## src/design/mclp_pkg.sv

```systemverilog
`timescale 1ns / 1ps
// Shared types, character codes and keyword tables for the motion command line parser.
package mclp_pkg;

	localparam int LINE_CHARS_DEF = 31;
	localparam int NUM_BITS       = 24;
	localparam int MAG_BITS       = NUM_BITS - 1;
	localparam int RAD_BITS       = 36;
	localparam logic [MAG_BITS-1:0] NUM_MAX = '1;
	// pi/180 in Q0.32, rounded
	localparam logic [26:0] DEG_TO_RAD_Q32 = 27'd74961321;

	localparam logic [7:0] CHAR_NL    = 8'h0A;
	localparam logic [7:0] CHAR_SPACE = 8'h20;
	localparam logic [7:0] CHAR_MINUS = 8'h2D;
	localparam logic [7:0] CHAR_ZERO  = 8'h30;
	localparam logic [7:0] CHAR_NINE  = 8'h39;
	localparam logic [7:0] CHAR_C     = 8'h43;
	localparam logic [7:0] CHAR_G     = 8'h47;
	localparam logic [7:0] CHAR_K     = 8'h4B;
	localparam logic [7:0] CHAR_R     = 8'h52;
	localparam logic [7:0] CHAR_S     = 8'h53;
	localparam logic [7:0] CHAR_T     = 8'h54;

	localparam logic [2:0] PHASE_DONE = 3'd6;

	typedef enum logic [3:0] {
		KIND_STOP     = 4'd0,
		KIND_GOTO_XYZ = 4'd1,
		KIND_GOTO_XY  = 4'd2,
		KIND_ROTATE   = 4'd3,
		KIND_SET_POS  = 4'd4,
		KIND_TUNE     = 4'd5,
		KIND_TUNE_BAD = 4'd6,
		KIND_PAUSE    = 4'd7,
		KIND_RESUME   = 4'd8,
		KIND_OTHER    = 4'd9
	} kind_t;

	typedef enum logic [1:0] {
		GAIN_ROT     = 2'd0,
		GAIN_TRANS   = 2'd1,
		GAIN_HEADING = 2'd2,
		GAIN_INVALID = 2'd3
	} gain_t;

	typedef struct packed {
		kind_t                       kind;
		gain_t                       gain;
		logic signed [NUM_BITS-1:0]  x;
		logic signed [NUM_BITS-1:0]  y;
		logic signed [NUM_BITS-1:0]  ang;
		logic                        ctrl_rst;
	} line_res_t;

	// "CMD:STOP"
	function automatic logic [7:0] kw_stop_char(input logic [2:0] idx);
		logic [7:0] ch;
		case (idx)
			3'd0: ch = 8'h43;
			3'd1: ch = 8'h4D;
			3'd2: ch = 8'h44;
			3'd3: ch = 8'h3A;
			3'd4: ch = 8'h53;
			3'd5: ch = 8'h54;
			3'd6: ch = 8'h4F;
			3'd7: ch = 8'h50;
			default: ch = 8'h00;
		endcase
		return ch;
	endfunction

	// "CMD:GO"; entries past the keyword are gated off by position
	function automatic logic [7:0] kw_go_char(input logic [2:0] idx);
		logic [7:0] ch;
		case (idx)
			3'd0: ch = 8'h43;
			3'd1: ch = 8'h4D;
			3'd2: ch = 8'h44;
			3'd3: ch = 8'h3A;
			3'd4: ch = 8'h47;
			3'd5: ch = 8'h4F;
			default: ch = 8'h00;
		endcase
		return ch;
	endfunction

endpackage

```

## src/design/mclp_parse.sv

```systemverilog
`timescale 1ns / 1ps
// Running line parse state and end-of-line classification.
module mclp_parse
	import mclp_pkg::*;
#(
	parameter int LINE_CHARS = LINE_CHARS_DEF
) (
	input  logic       clk,
	input  logic       arst_n,
	input  logic       byte_acc,
	input  logic [7:0] rx_byte,
	output logic       line_end,
	output line_res_t  line_res
);

	localparam int POS_W = $clog2(LINE_CHARS + 1);
	localparam int SUM_W = MAG_BITS + 4;

	logic [POS_W-1:0]          pos_q;
	logic [7:0]                cmd_q;
	logic [7:0]                sel_q;
	logic [2:0]                phase_q;
	logic                      neg_q;
	logic [MAG_BITS-1:0]       acc_q;
	logic signed [NUM_BITS-1:0] vals_q [3];
	logic [1:0]                kw_q;

	logic                      is_nl, in_line, is_digit, is_minus, phase_done;
	logic [SUM_W-1:0]          acc_sum;
	logic [MAG_BITS-1:0]       acc_nxt;
	logic signed [NUM_BITS-1:0] fin_val;
	logic [1:0]                fin_idx;
	logic [2:0]                fin_phase;
	logic signed [NUM_BITS-1:0] fv [3];
	logic                      stop_hit, go_hit;

	always_comb begin
		is_nl      = (rx_byte == CHAR_NL);
		in_line    = (pos_q < POS_W'(LINE_CHARS));
		is_digit   = (rx_byte >= CHAR_ZERO) && (rx_byte <= CHAR_NINE);
		is_minus   = (rx_byte == CHAR_MINUS);
		phase_done = (phase_q >= PHASE_DONE);

		// acc * 10 + digit, then saturate
		acc_sum = (SUM_W'(acc_q) << 3) + (SUM_W'(acc_q) << 1)
			+ SUM_W'(rx_byte[3:0]);
		acc_nxt = (acc_sum > SUM_W'(NUM_MAX)) ? NUM_MAX : acc_sum[MAG_BITS-1:0];

		fin_val   = neg_q ? -$signed({1'b0, acc_q}) : $signed({1'b0, acc_q});
		fin_idx   = phase_q[2:1];
		fin_phase = {fin_idx + 2'd1, 1'b0};

		for (int i = 0; i < 3; i++) begin
			fv[i] = (!phase_done && fin_idx == 2'(i)) ? fin_val : vals_q[i];
		end

		stop_hit = (pos_q < POS_W'(8)) && (rx_byte == kw_stop_char(pos_q[2:0]));
		go_hit   = (pos_q < POS_W'(6)) && (rx_byte == kw_go_char(pos_q[2:0]));
	end

	assign line_end = byte_acc && is_nl;

	// classification uses the fields as finished by this newline
	always_comb begin
		line_res          = '0;
		line_res.ctrl_rst = 1'b1;
		if (kw_q[0] && pos_q == POS_W'(8)) begin
			line_res.kind     = KIND_PAUSE;
			line_res.ctrl_rst = 1'b0;
		end else if (kw_q[1] && pos_q == POS_W'(6)) begin
			line_res.kind     = KIND_RESUME;
			line_res.ctrl_rst = 1'b0;
		end else begin
			case (cmd_q)
				CHAR_SPACE: line_res.kind = KIND_STOP;
				CHAR_G: begin
					line_res.kind = KIND_GOTO_XYZ;
					line_res.x    = fv[0];
					line_res.y    = fv[1];
					line_res.ang  = fv[2];
				end
				CHAR_T: begin
					line_res.kind = KIND_GOTO_XY;
					line_res.x    = fv[0];
					line_res.y    = fv[1];
				end
				CHAR_R: begin
					line_res.kind = KIND_ROTATE;
					line_res.ang  = fv[0];
				end
				CHAR_S: begin
					line_res.kind = KIND_SET_POS;
					line_res.x    = fv[0];
					line_res.y    = fv[1];
					line_res.ang  = fv[2];
				end
				CHAR_K: begin
					line_res.kind = KIND_TUNE;
					case (sel_q)
						CHAR_R: line_res.gain = GAIN_ROT;
						CHAR_T: line_res.gain = GAIN_TRANS;
						CHAR_C: line_res.gain = GAIN_HEADING;
						default: begin
							line_res.gain = GAIN_INVALID;
							line_res.kind = KIND_TUNE_BAD;
						end
					endcase
				end
				default: line_res.kind = KIND_OTHER;
			endcase
		end
	end

	always_ff @(posedge clk or negedge arst_n) begin
		if (!arst_n) begin
			pos_q   <= '0;
			cmd_q   <= '0;
			sel_q   <= '0;
			phase_q <= '0;
			neg_q   <= 1'b0;
			acc_q   <= '0;
			kw_q    <= 2'b11;
			for (int i = 0; i < 3; i++) vals_q[i] <= '0;
		end else if (byte_acc) begin
			if (is_nl) begin
				pos_q   <= '0;
				cmd_q   <= '0;
				sel_q   <= '0;
				phase_q <= '0;
				neg_q   <= 1'b0;
				acc_q   <= '0;
				kw_q    <= 2'b11;
				for (int i = 0; i < 3; i++) vals_q[i] <= '0;
			end else if (in_line) begin
				pos_q <= pos_q + POS_W'(1);
				if (!stop_hit) kw_q[0] <= 1'b0;
				if (!go_hit)   kw_q[1] <= 1'b0;
				if (pos_q == '0) begin
					cmd_q <= rx_byte;
				end else if (pos_q == POS_W'(1)) begin
					sel_q <= rx_byte;
				end else if (!phase_done) begin
					if (!phase_q[0] && is_minus) begin
						neg_q      <= 1'b1;
						phase_q[0] <= 1'b1;
					end else if (is_digit) begin
						acc_q      <= acc_nxt;
						phase_q[0] <= 1'b1;
					end else begin
						vals_q[fin_idx] <= fin_val;
						phase_q         <= fin_phase;
						neg_q           <= 1'b0;
						acc_q           <= '0;
					end
				end
			end
		end
	end

endmodule

```

## src/design/mclp_angle.sv

```systemverilog
`timescale 1ns / 1ps
// Degrees to Q20.16 radians: magnitude times pi/180, rounded half up, sign restored.
module mclp_angle
	import mclp_pkg::*;
(
	input  logic signed [NUM_BITS-1:0] deg,
	output logic signed [RAD_BITS-1:0] rad
);

	localparam int PROD_W = MAG_BITS + 27;

	logic                neg;
	logic [MAG_BITS-1:0] abs_deg;
	logic [PROD_W-1:0]   prod;
	logic [PROD_W-1:0]   rnd;
	logic [RAD_BITS-1:0] mag_rad;

	always_comb begin
		neg     = deg[NUM_BITS-1];
		// |deg| stays below 2^23, so the magnitude fits without the sign bit
		abs_deg = neg ? MAG_BITS'(-deg) : MAG_BITS'(deg);
		prod    = PROD_W'(abs_deg) * PROD_W'(DEG_TO_RAD_Q32);
		rnd     = prod + PROD_W'(17'h08000);
		mag_rad = RAD_BITS'(rnd >> 16);
		rad     = neg ? -$signed(mag_rad) : $signed(mag_rad);
	end

endmodule

```

## src/design/motion_command_line_parser_core.sv

```systemverilog
`timescale 1ns / 1ps
// Top level of the motion command line parser: stream ports, result stages.
// Throughput: one received byte per clock, sustained while the result side keeps up.
// Path: an accepted newline's result goes into the line result register, then through
//   the radian multiply into the output register, and from there shows on m_*.
// Bytes other than newline produce no result and only update the parse state.
// Reset (arst_n low, asynchronous): parse state returns to start of line, both
//   result stages empty.
module motion_command_line_parser_core
	import mclp_pkg::*;
#(
	parameter int LINE_CHARS = LINE_CHARS_DEF
) (
	input  logic         clk,
	input  logic         arst_n,
	input  logic         s_tvalid,
	output logic         s_tready,
	input  logic [7:0]   s_tdata,   // [7:0] rx_byte
	output logic         m_tvalid,
	input  logic         m_tready,
	// [23:0] x_value, [47:24] y_value, [71:48] angle_degrees,
	// [107:72] angle_radians_q16, [108] controllers_reset, [111:109] zero
	output logic [111:0] m_tdata,
	output logic [5:0]   m_tuser    // [3:0] command_kind, [5:4] gain_set
);

	logic       byte_acc;
	logic       line_end;
	line_res_t  line_res;

	// stage 1: classified line result
	logic       vld_s1;
	line_res_t  res_s1;

	// stage 2: output register
	logic                        vld_s2;
	line_res_t                   res_s2;
	logic signed [RAD_BITS-1:0]  rad_s2;
	logic signed [RAD_BITS-1:0]  rad_comb;

	logic ready_s2, ready_s1;

	// Each stage moves when the one after it is free or draining this cycle.
	assign ready_s2 = !vld_s2 || m_tready;
	assign ready_s1 = !vld_s1 || ready_s2;
	assign s_tready = ready_s1;
	assign byte_acc = s_tvalid && s_tready;

	mclp_parse #(
		.LINE_CHARS(LINE_CHARS)
	) u_parse (
		.clk      (clk),
		.arst_n   (arst_n),
		.byte_acc (byte_acc),
		.rx_byte  (s_tdata),
		.line_end (line_end),
		.line_res (line_res)
	);

	always_ff @(posedge clk or negedge arst_n) begin
		if (!arst_n) begin
			vld_s1 <= 1'b0;
		end else if (line_end) begin
			vld_s1 <= 1'b1;
		end else if (ready_s2) begin
			vld_s1 <= 1'b0;
		end
	end

	always_ff @(posedge clk) begin
		if (line_end) begin
			res_s1 <= line_res;
		end
	end

	mclp_angle u_angle (
		.deg (res_s1.ang),
		.rad (rad_comb)
	);

	always_ff @(posedge clk or negedge arst_n) begin
		if (!arst_n) begin
			vld_s2 <= 1'b0;
		end else if (ready_s2) begin
			vld_s2 <= vld_s1;
		end
	end

	always_ff @(posedge clk) begin
		if (ready_s2 && vld_s1) begin
			res_s2 <= res_s1;
			rad_s2 <= rad_comb;
		end
	end

	assign m_tvalid = vld_s2;
	assign m_tuser  = {res_s2.gain, res_s2.kind};
	assign m_tdata  = {3'b000, res_s2.ctrl_rst, rad_s2, res_s2.ang, res_s2.y, res_s2.x};

endmodule

```

## config.mk

```make
export PLATFORM = sky130hd
export DESIGN_NAME = motion_command_line_parser_core
export DESIGN_NICKNAME = d
export VERILOG_FILES = /design/src/design/mclp_pkg.sv /design/src/design/mclp_parse.sv /design/src/design/mclp_angle.sv /design/src/design/motion_command_line_parser_core.sv
export SDC_FILE = /design/constraint.sdc
export NUM_CORES = 1
export LEC_CHECK = 0
export BUFFER_PORTS_ARGS = -buffer_cell sky130_fd_sc_hd__buf_2
export CELL_PAD_IN_SITES_DETAIL_PLACEMENT = 0
export CELL_PAD_IN_SITES_GLOBAL_PLACEMENT = 1
export CORE_MARGIN = 5
export CORE_UTILIZATION = 30
export CTS_CLUSTER_DIAMETER = 50
export DETAILED_ROUTE_END_ITERATION = 10
export PLACE_DENSITY_LB_ADDON = 0.1
export SYNTH_ARGS = -nofsm -noshare
export SYNTH_HDL_FRONTEND = slang
export SYNTH_HIERARCHICAL = 1
export SYNTH_SLANG_ARGS = --single-unit
```

## constraint.sdc

```tcl
create_clock -name clk -period 27.2 [get_ports clk]
set_input_delay 2.72 -clock clk [delete_from_list [all_inputs] [get_ports clk]]
set_output_delay 2.72 -clock clk [all_outputs]
set_load 0.01 [all_outputs]
```

After elaboration in Yosys (flattened, before gate mapping)
Memories as Yosys holds them, arrays and structs flattened.
Index checks and enable logic that the tools add are counted.
{"block": "classes", "n_addsub": 8, "n_mux": 62, "n_lt_le_gt_ge": 9, "mul": 1, "n_eq_ne": 31, "reduce_logical": 41, "bitwise": 3}
{"cell": "72-bit two-way mux", "n": 7}
{"cell": "23-bit two-way mux", "n": 9}
{"cell": "24-bit two-way mux", "n": 5}
{"cell": "72-bit bitwise mux", "n": 1}
{"cell": "8-bit by 7-bit == test with 1-bit output (second input constant)", "n": 8}
{"cell": "8-bit two-way mux", "n": 7}
{"cell": "50-bit by 16-bit adder with 50-bit output (second input constant)", "n": 1}
{"cell": "23-bit by 27-bit multiplier with 50-bit output (second input constant)", "n": 1}
{"cell": "24-bit demux with 2-bit select", "n": 1}
{"cell": "24-bit case mux with 2 select lines", "n": 1}
{"cell": "7-bit case mux with 6 select lines", "n": 1}
{"cell": "34-bit negation with 36-bit output", "n": 1}
{"cell": "34-bit two-way mux", "n": 1}
{"cell": "26-bit by 24-bit adder with 27-bit output", "n": 1}
{"cell": "27-bit by 4-bit adder with 27-bit output", "n": 1}
{"cell": "27-bit by 23-bit greater-than comparator with 1-bit output (second input constant)", "n": 1}
{"cell": "23-bit negation with 24-bit output", "n": 1}
{"cell": "4-bit case mux with 6 select lines", "n": 1}
{"cell": "23-bit negation", "n": 1}
{"cell": "8-bit by 6-bit == test with 1-bit output (second input constant)", "n": 2}
{"cell": "3-bit two-way mux", "n": 5}
{"cell": "1-bit two-way mux", "n": 14}
{"cell": "2-bit by 1-bit != test with 1-bit output (second input constant)", "n": 7}
{"cell": "1-bit logical AND", "n": 13}
{"cell": "other kinds (41)", "n": 64}
{"block": "word_totals", "mem_count": 1, "inputBits": 12, "romBits": 56, "reg_bits": 318, "out_inout_bits": 120}
{"memory": "(name not given)", "depth": 8, "word_bits": 7, "read_ports": 1, "rd_ports_with_merged_regs": 0, "write_ports": 0, "line": "mclp_pkg.sv:59", "rtl": "case (idx)"}

Longest topological paths before layout
Gate-level depths: netlist of run 1.
{"block": "depth", "ltp_word": 13, "mapped_depth": 35, "ltp_nobuf": 35}

Modules after synthesis
Netlist of run 1, hierarchy kept.
{"module": "mclp_angle", "seq_area_each_um2": 0.0, "instances": 1, "area_per_inst_um2": 12477.0, "cells_per_inst": 1366}
{"module": "mclp_parse", "seq_area_each_um2": 3055.4, "instances": 1, "area_per_inst_um2": 8619.5, "cells_per_inst": 1010}
{"module": "motion_command_line_parser_core", "seq_area_each_um2": 5875.6, "instances": 1, "area_per_inst_um2": 5955.7, "cells_per_inst": 206}

Worst setup path before layout of run 1
Ideal clock, no wire load.
{"block": "synth_path", "kind": "register -> register", "start": "reg res_s1[7] (netlist bit)", "end": "reg rad_s2[32] (data pin)", "path_stages_with_launch": 30, "setup_time_ns": 0.265, "path_buffers": 1, "required_ns": 26.935, "setup_slack_ns": 17.964, "arrival_ns": 8.970, "synth_period_minus_slack_ns": 9.236, "path_cell_list": "edfxtp_1 > or4_1 > or3_1 > o41ai_1 > xnor2_1 > inv_1 > fa_1 > inv_1 > fa_1 > fa_1 > inv_1 > fa_1 > fa_1 > fa_1 > inv_1 > fa_1 > inv_1 > ha_1 > clkbuf_1 > nand2_1 > o21ai_1 > a21o_1 > a221o_1 > a221o_1 > a31oi_1 > o21ai_1 > xor2_1 > or4_4 > o41ai_2 > xnor2_1"}
{"block": "synth_between", "elab_chain_cells": 6}
{"element": "start, declared", "line": "motion_command_line_parser_core.sv:33", "rtl": "line_res_t res_s1;"}
{"element": "start signal, assigned", "line": "motion_command_line_parser_core.sv:72", "rtl": "res_s1 <= line_res;"}
{"element": "23-bit negation", "line": "mclp_angle.sv:21", "rtl": "abs_deg = neg ? MAG_BITS'(-deg) : MAG_BITS'(deg);"}
{"element": "23-bit two-way mux (*)", "line": "mclp_angle.sv:21"}
{"element": "23-bit by 27-bit multiplier with 50-bit output (*)", "line": "mclp_angle.sv:22", "rtl": "prod = PROD_W'(abs_deg) * PROD_W'(DEG_TO_RAD_Q32);"}
{"element": "50-bit by 16-bit adder with 50-bit output (*)", "line": "mclp_angle.sv:23", "rtl": "rnd = prod + PROD_W'(17'h08000);"}
{"element": "34-bit negation with 36-bit output", "line": "mclp_angle.sv:25", "rtl": "rad = neg ? -$signed(mag_rad) : $signed(mag_rad);"}
{"element": "34-bit two-way mux (*)", "line": "mclp_angle.sv:25"}
{"element": "via rad_comb[32]", "line": "motion_command_line_parser_core.sv:39", "rtl": "logic signed [RAD_BITS-1:0] rad_comb;"}
{"element": "end signal, assigned", "line": "motion_command_line_parser_core.sv:92", "rtl": "rad_s2 <= rad_comb;"}
{"element": "end, declared", "line": "motion_command_line_parser_core.sv:38", "rtl": "logic signed [RAD_BITS-1:0] rad_s2;"}
Mark *: on every way through the listed nets, which the timed path passes. The rest lies on a longest branch.
A chain may end at the register's enable or synchronous reset.

Worst setup path in the final report of run 1
Same ends and word-level chain as after synthesis.

==> results of run 1 <==
## flip-flops by register name, indices dropped and copies added (netlist names), 5 cells and up
| name | cells |
|---|---|
| m_tdata | 73 |
| m_tuser | 6 |
| rad_s2 | 36 |
| res_s1 | 79 |
| u_parse/acc_q | 23 |
| u_parse/cmd_q | 8 |
| u_parse/pos_q | 5 |
| u_parse/sel_q | 8 |
| u_parse/vals_q | 72 |
## cells in the mapped netlist, drive strengths merged, types with 8 or more instances
library cell and instances:
inv 373, clkbuf 61, ha 306, nand2b 17, o21a 21, a31oi 12
dfrtp 122, xor2 59, and2 36, mux2 13, o22ai 24, nor4 9
o31ai 28, and3 13, o21bai 9, edfxtp 194, buf 30, nand4 26
a21o 30, or4 10, nor2 112, a22o 27, or3 16, mux2i 35
nor4b 8, nor3 30, fa 222, and4 8, a21oi 107, xnor2 84
a211oi 30, o41ai 13, or2 12, o211ai 12, nand2 209, o21ai 167
nand3 22
## final cells by class
| class | instances | area (sq um) | area share |
|---|---|---|---|
| Clock inverter | 38 | 399 | 0.0130 |
| Sequential cell | 318 | 8930 | 0.290 |
| Inverter | 374 | 1410 | 0.0456 |
| Antenna cell | 1 | 2.50 | 0.0000812 |
| Clock buffer | 59 | 1370 | 0.0444 |
| Tap cell | 1176 | 1470 | 0.0478 |
| Multi-Input combinational cell | 1801 | 16400 | 0.532 |
| Timing Repair Buffer | 155 | 846 | 0.0275 |
## stage by stage
stage	total power [mW]	instance area, sq um	hold slack [ns]	util
final	1.70	30800	0.417	0.343
after global routing	1.81	30800	0.424	0.343
after CTS	1.74	30800	0.419	0.343
after detailed placement	1.06	29000	0.406	0.324
after global placement	1.06	29000	0.407	0.324
after floorplan	0.939	27100	0.400	-
## cell families after synthesis
logic type | synth area share
xor gates and xnor gates | 0.0474
other | 0.000139
DFF | 0.330
muxes | 0.0184
buffers and inverters | 0.0662
and+or+nand+nor | 0.103
AOI/OAI and AO/OA | 0.129
adders and majority gates | 0.306
## worst paths after layout
path / endpoint / slack [ns]
hold / removal: m_tdata[29] / 0.42
setup reg to reg: rad_s2[32] / 16.57
hold reg to reg: m_tdata[29] / 0.42
max in group asynchronous: u_parse/vals_q[10] / 23.57
setup / recovery: rad_s2[32] / 16.57
min in group asynchronous: u_parse/pos_q[1] / 2.23
## worst max-delay path, delay by kind of cell, from the launching register on
kind	cells	cell delay, ns
XOR/XNOR	3	0.71
AO/OA/AOI/OAI	4	1.42
adder cells (fa/ha/maj)	8	3.88
flip-flops	1	0.45
buffers and inverters	5	0.49
AND/OR/NAND/NOR	9	3.40
## power by group through the flow
| stage | registers, mW | clock network, mW | logic (mW) |
|---|---|---|---|
| floorplan | 0.569 | 0 | 0.369 |
| global placement | 0.583 | 0 | 0.474 |
| detailed placement | 0.584 | 0 | 0.477 |
| CTS | 0.575 | 0.681 | 0.479 |
| global route | 0.579 | 0.702 | 0.534 |
| finish | 0.575 | 0.657 | 0.472 |
## metal layers
layer | track usage | share of wire | routed length [um]
met5 | 0 | 0 | 0
met4 | 0.0409 | 0.023 | 1800
met1 | 0.217 | 0.45 | 35800
met3 | 0.0257 | 0.038 | 3060
met2 | 0.293 | 0.49 | 39100
==> flow_summary.ini, run 1 <==
[run_status]
status = completed

[sta]
setup_viol = 0
min_period_ns = 10.63
final.setup.tns_ns = 0
post-route-period-util = 0.391
max_freq_ghz = 0.0941
fin_skew_ns = 0.0422
rsz0062_at_grt = false
hold_violations = 0
relSlewSlack = 0.239
worst_slack_ns = 16.57
slew_viol_final = 0
worst_slew_pin_slew_ns = 1.13

[yosys]
synth_top_area_cell = edfxtp_1
synth_ff_type = edfxtp_1
yosysTopAreaCellShare = 0.215
ys.warnings.count = 6
async_reset_ff_frac = 0.390
synthesis.area_sq_um = 27100
synth.area.top_cells = edfxtp_1 22%, fa_1 16%, ha_1 14%
syn_inst = 2582
avgSynthCellArea_sq_um = 10.5
synth-edff-count = 194
synth_cell_type_count = 102
ys_ff_latch = 318
yosysSeqAreaShare = 0.330

[worst_hold_path]
holdPathStages = 0
min_path_type = flop to flop
min_from = res_s1[30]

[power]
p_leak_nw = 13.9
ir_drop_uv = 45.8
swShare = 0.343
clockPowerShare = 0.386
power_switching_mw = 0.585
pwr-share-seq = 0.337
p_per_area_nw_per_um2 = 55.3
combPwrFrac = 0.277
p_int_mw = 1.12

[route]
drc_errors = 0
wl_um = 79800
vias_per_cell = 4.83
vias = 18900
first_pass_iters = 7
drtAntennaViolNets = 0
wire_per_inst_um = 20.4
drtIter0Drc = 787

[cells_and_area]
layout_commonest_cell = inv_1
fin_cells = 3922
layout.nets = 3242
layout_common_cells = 371 x inv_1, 306 x ha_1, 222 x fa_1
drive_gt1_frac = 0.121
fillers = 9150
area_growth_pct = 13.9

[global_routing]
grt_usage = 0.167
overflow = 0
antenna_found_initial = 3
grt_max_degree = 72
grt_pass1_wl_um = 124000
grt_pass1_vias = 20500

[die]
initial_utilization = 0.301
rows = 110
ios = 132
core_sq_um = 89700
die_w_um = 310
die_y_um = 310
dieArea_sq_um = 96300

[worst_setup_path]
rr_worst_depth = 29
crit_path_max_incr_delay_ns = 0.71
critPathMaxFanout = 13
critPathRequiredTime_ns = 27.54
crit_path_end_kind = flop
crit_type = flop to flop
cp.arrival_ns = 10.97
startpoint_type = flop
r2r-start = res_s1[7]
cp-startpoint = res_s1[7]
crit_path_top_delay_cell = a2111oi_0

[placed_design]
place.gp.congestion = 0.924
place_hpwl_um = 64800
place_worst_setup_slack_ns = 16.56
port_buffers = 128
dp_cells = 3824

[clocking]
cts_sinks = 318
cts_made_buffers = 52
hold_buffers = 0
root_buffer = clkbuf_16
post_cts_resize_count = 0
htreeDepth = 2
clockBufferDepth = 3
clock_latency_ns = 0.62
post_cts_buffers = 0
clk_pin_slew_ns = 0.05
cts_tree = done

[run]
drv_cap = 0
No activity file was read; power rests on OpenSTA's default activity.
==> run 2, diff against run 1 <==
==> constraint.sdc (replaced) <==
create_clock -name clk -period 11.1 [get_ports clk]
set_input_delay 1.11 -clock clk [delete_from_list [all_inputs] [get_ports clk]]
set_output_delay 1.11 -clock clk [all_outputs]
set_load 0.01 [all_outputs]
==> flow_summary.ini, run 2 (synthesis results as in run 1) <==
[global_routing]
overflow = 0
grt_pass1_wl_um = 124000
grt_usage = 0.168
antenna_found_initial = 2
grt_pass1_vias = 20300
grt_max_degree = 68

[cells_and_area]
top_register = res_s1
area_growth_pct = 14.0
antenna_cells = 0
layout.nets = 3250
largest_register_ffs = 79
fillers = 9133
drive_gt1_frac = 0.124
layout_commonest_cell = inv_1
multiInputGateArea_sq_um = 16400
regArea_sq_um = 8930
layout_common_cells = 371 x inv_1, 306 x ha_1, 222 x fa_1

[sta]
slew_viol_final = 0
max_freq_ghz = 0.0958
setup_viol = 0
min_period_ns = 10.44
worst_slew_pin_slew_ns = 1.06
fin_skew_ns = 0.0426
hold_violations = 0
post-route-period-util = 0.940
relSlewSlack = 0.290
final.setup.tns_ns = 0
rsz0062_at_grt = false

[clocking]
clockBufferDepth = 3
clock_latency_ns = 0.62
post_cts_resize_count = 0
post_cts_buffers = 0
cts_made_buffers = 51
clk_pin_slew_ns = 0.05
htreeDepth = 2
root_buffer = clkbuf_16
hold_buffers = 0
cts_sinks = 318
cts_tree = done

[die]
ios = 132
core_sq_um = 89700
die_y_um = 310
dieArea_sq_um = 96300
initial_utilization = 0.301
rows = 110
die_w_um = 310

[worst_setup_path]
crit_path_top_delay_cell = or4_1
crit_path_max_incr_delay_ns = 0.61
crit_type = flop to flop
critPathRequiredTime_ns = 11.42
startpoint_type = flop
cp.arrival_ns = 10.76
crit_path_end_kind = flop
critPathMaxFanout = 13

[route]
drtIter0Drc = 999
first_pass_iters = 5
wire_per_inst_um = 20.5
wl_um = 80700
drtAntennaViolNets = 0
drc_errors = 0
vias_per_cell = 4.82
vias = 18900

[power]
p_per_area_nw_per_um2 = 135
ir_drop_uv = 113
p_leak_nw = 13.9
finalPower_mw = 4.18

[worst_hold_path]
min_path_type = flop to flop

[placed_design]
place.gp.congestion = 0.928
place_hpwl_um = 65500
port_buffers = 128

[run_status]
status = completed

[run]
drv_cap = 0
[run 2: final timing paths]
kind                       startpoint  slack, ns  cells past startpoint                  to
min                        res_s1[32]       0.42                      0         m_tdata[31]
min reg2reg                res_s1[32]       0.42                      0         m_tdata[31]
min in group asynchronous      arst_n       0.55                      1    u_parse/acc_q[1]
max                         res_s1[7]       0.66                     29          rad_s2[32]
max in group asynchronous      arst_n       9.09                      2  u_parse/vals_q[11]
max reg2reg                 res_s1[7]       0.66                     29          rad_s2[32]
[run 2: power breakdown]
group | internal (mW) | total (mW) | switching, mW | leakage (nW)
clock | 0.970 | 1.60 | 0.629 | 0.830
combinational | 0.433 | 1.17 | 0.733 | 9.73
sequential | 1.33 | 1.41 | 0.0776 | 3.38
[run 2: through the flow]
stage	setup WS (ns)	hold slack (ns)	cell area, sq um	instances	utilization
after floorplan	1.86	0.400	27100	2584	-
after global placement	0.934	0.407	29100	3833	0.324
after detailed placement	0.798	0.406	29100	3833	0.324
after CTS	0.752	0.412	30800	3928	0.344
after global routing	0.0565	0.422	30800	3928	0.344
final	0.664	0.418	30800	3928	0.344
[run 2: critical path: cells and delay by family (launching register included)]
kind            cells  cell delay [ns]
xor+xnor            3             0.71
buf+inv             5             0.47
flops               1             0.43
fa+ha+maj           8             3.87
compound gates      4             1.26
simple gates        9             3.37
[run 2: cell type report]
| cell class | count | area share |
|---|---|---|
| multi-input cells | 1801 | 0.531 |
| flip-flops and latches | 318 | 0.290 |
| well taps | 1176 | 0.0477 |
| inverters | 374 | 0.0456 |
| clock buffers | 58 | 0.0443 |
| repair buffers | 164 | 0.0296 |
| clock inverters | 37 | 0.0119 |
[run 2: per-layer routing]
metal  part of all wire  vias to the layer above  track usage
met4              0.024                        0       0.0429
met3              0.034                      103       0.0238
met2               0.49                      313        0.291
li1                   -                     9164            -
met1               0.45                     9334        0.221
met5                  0                        -            0
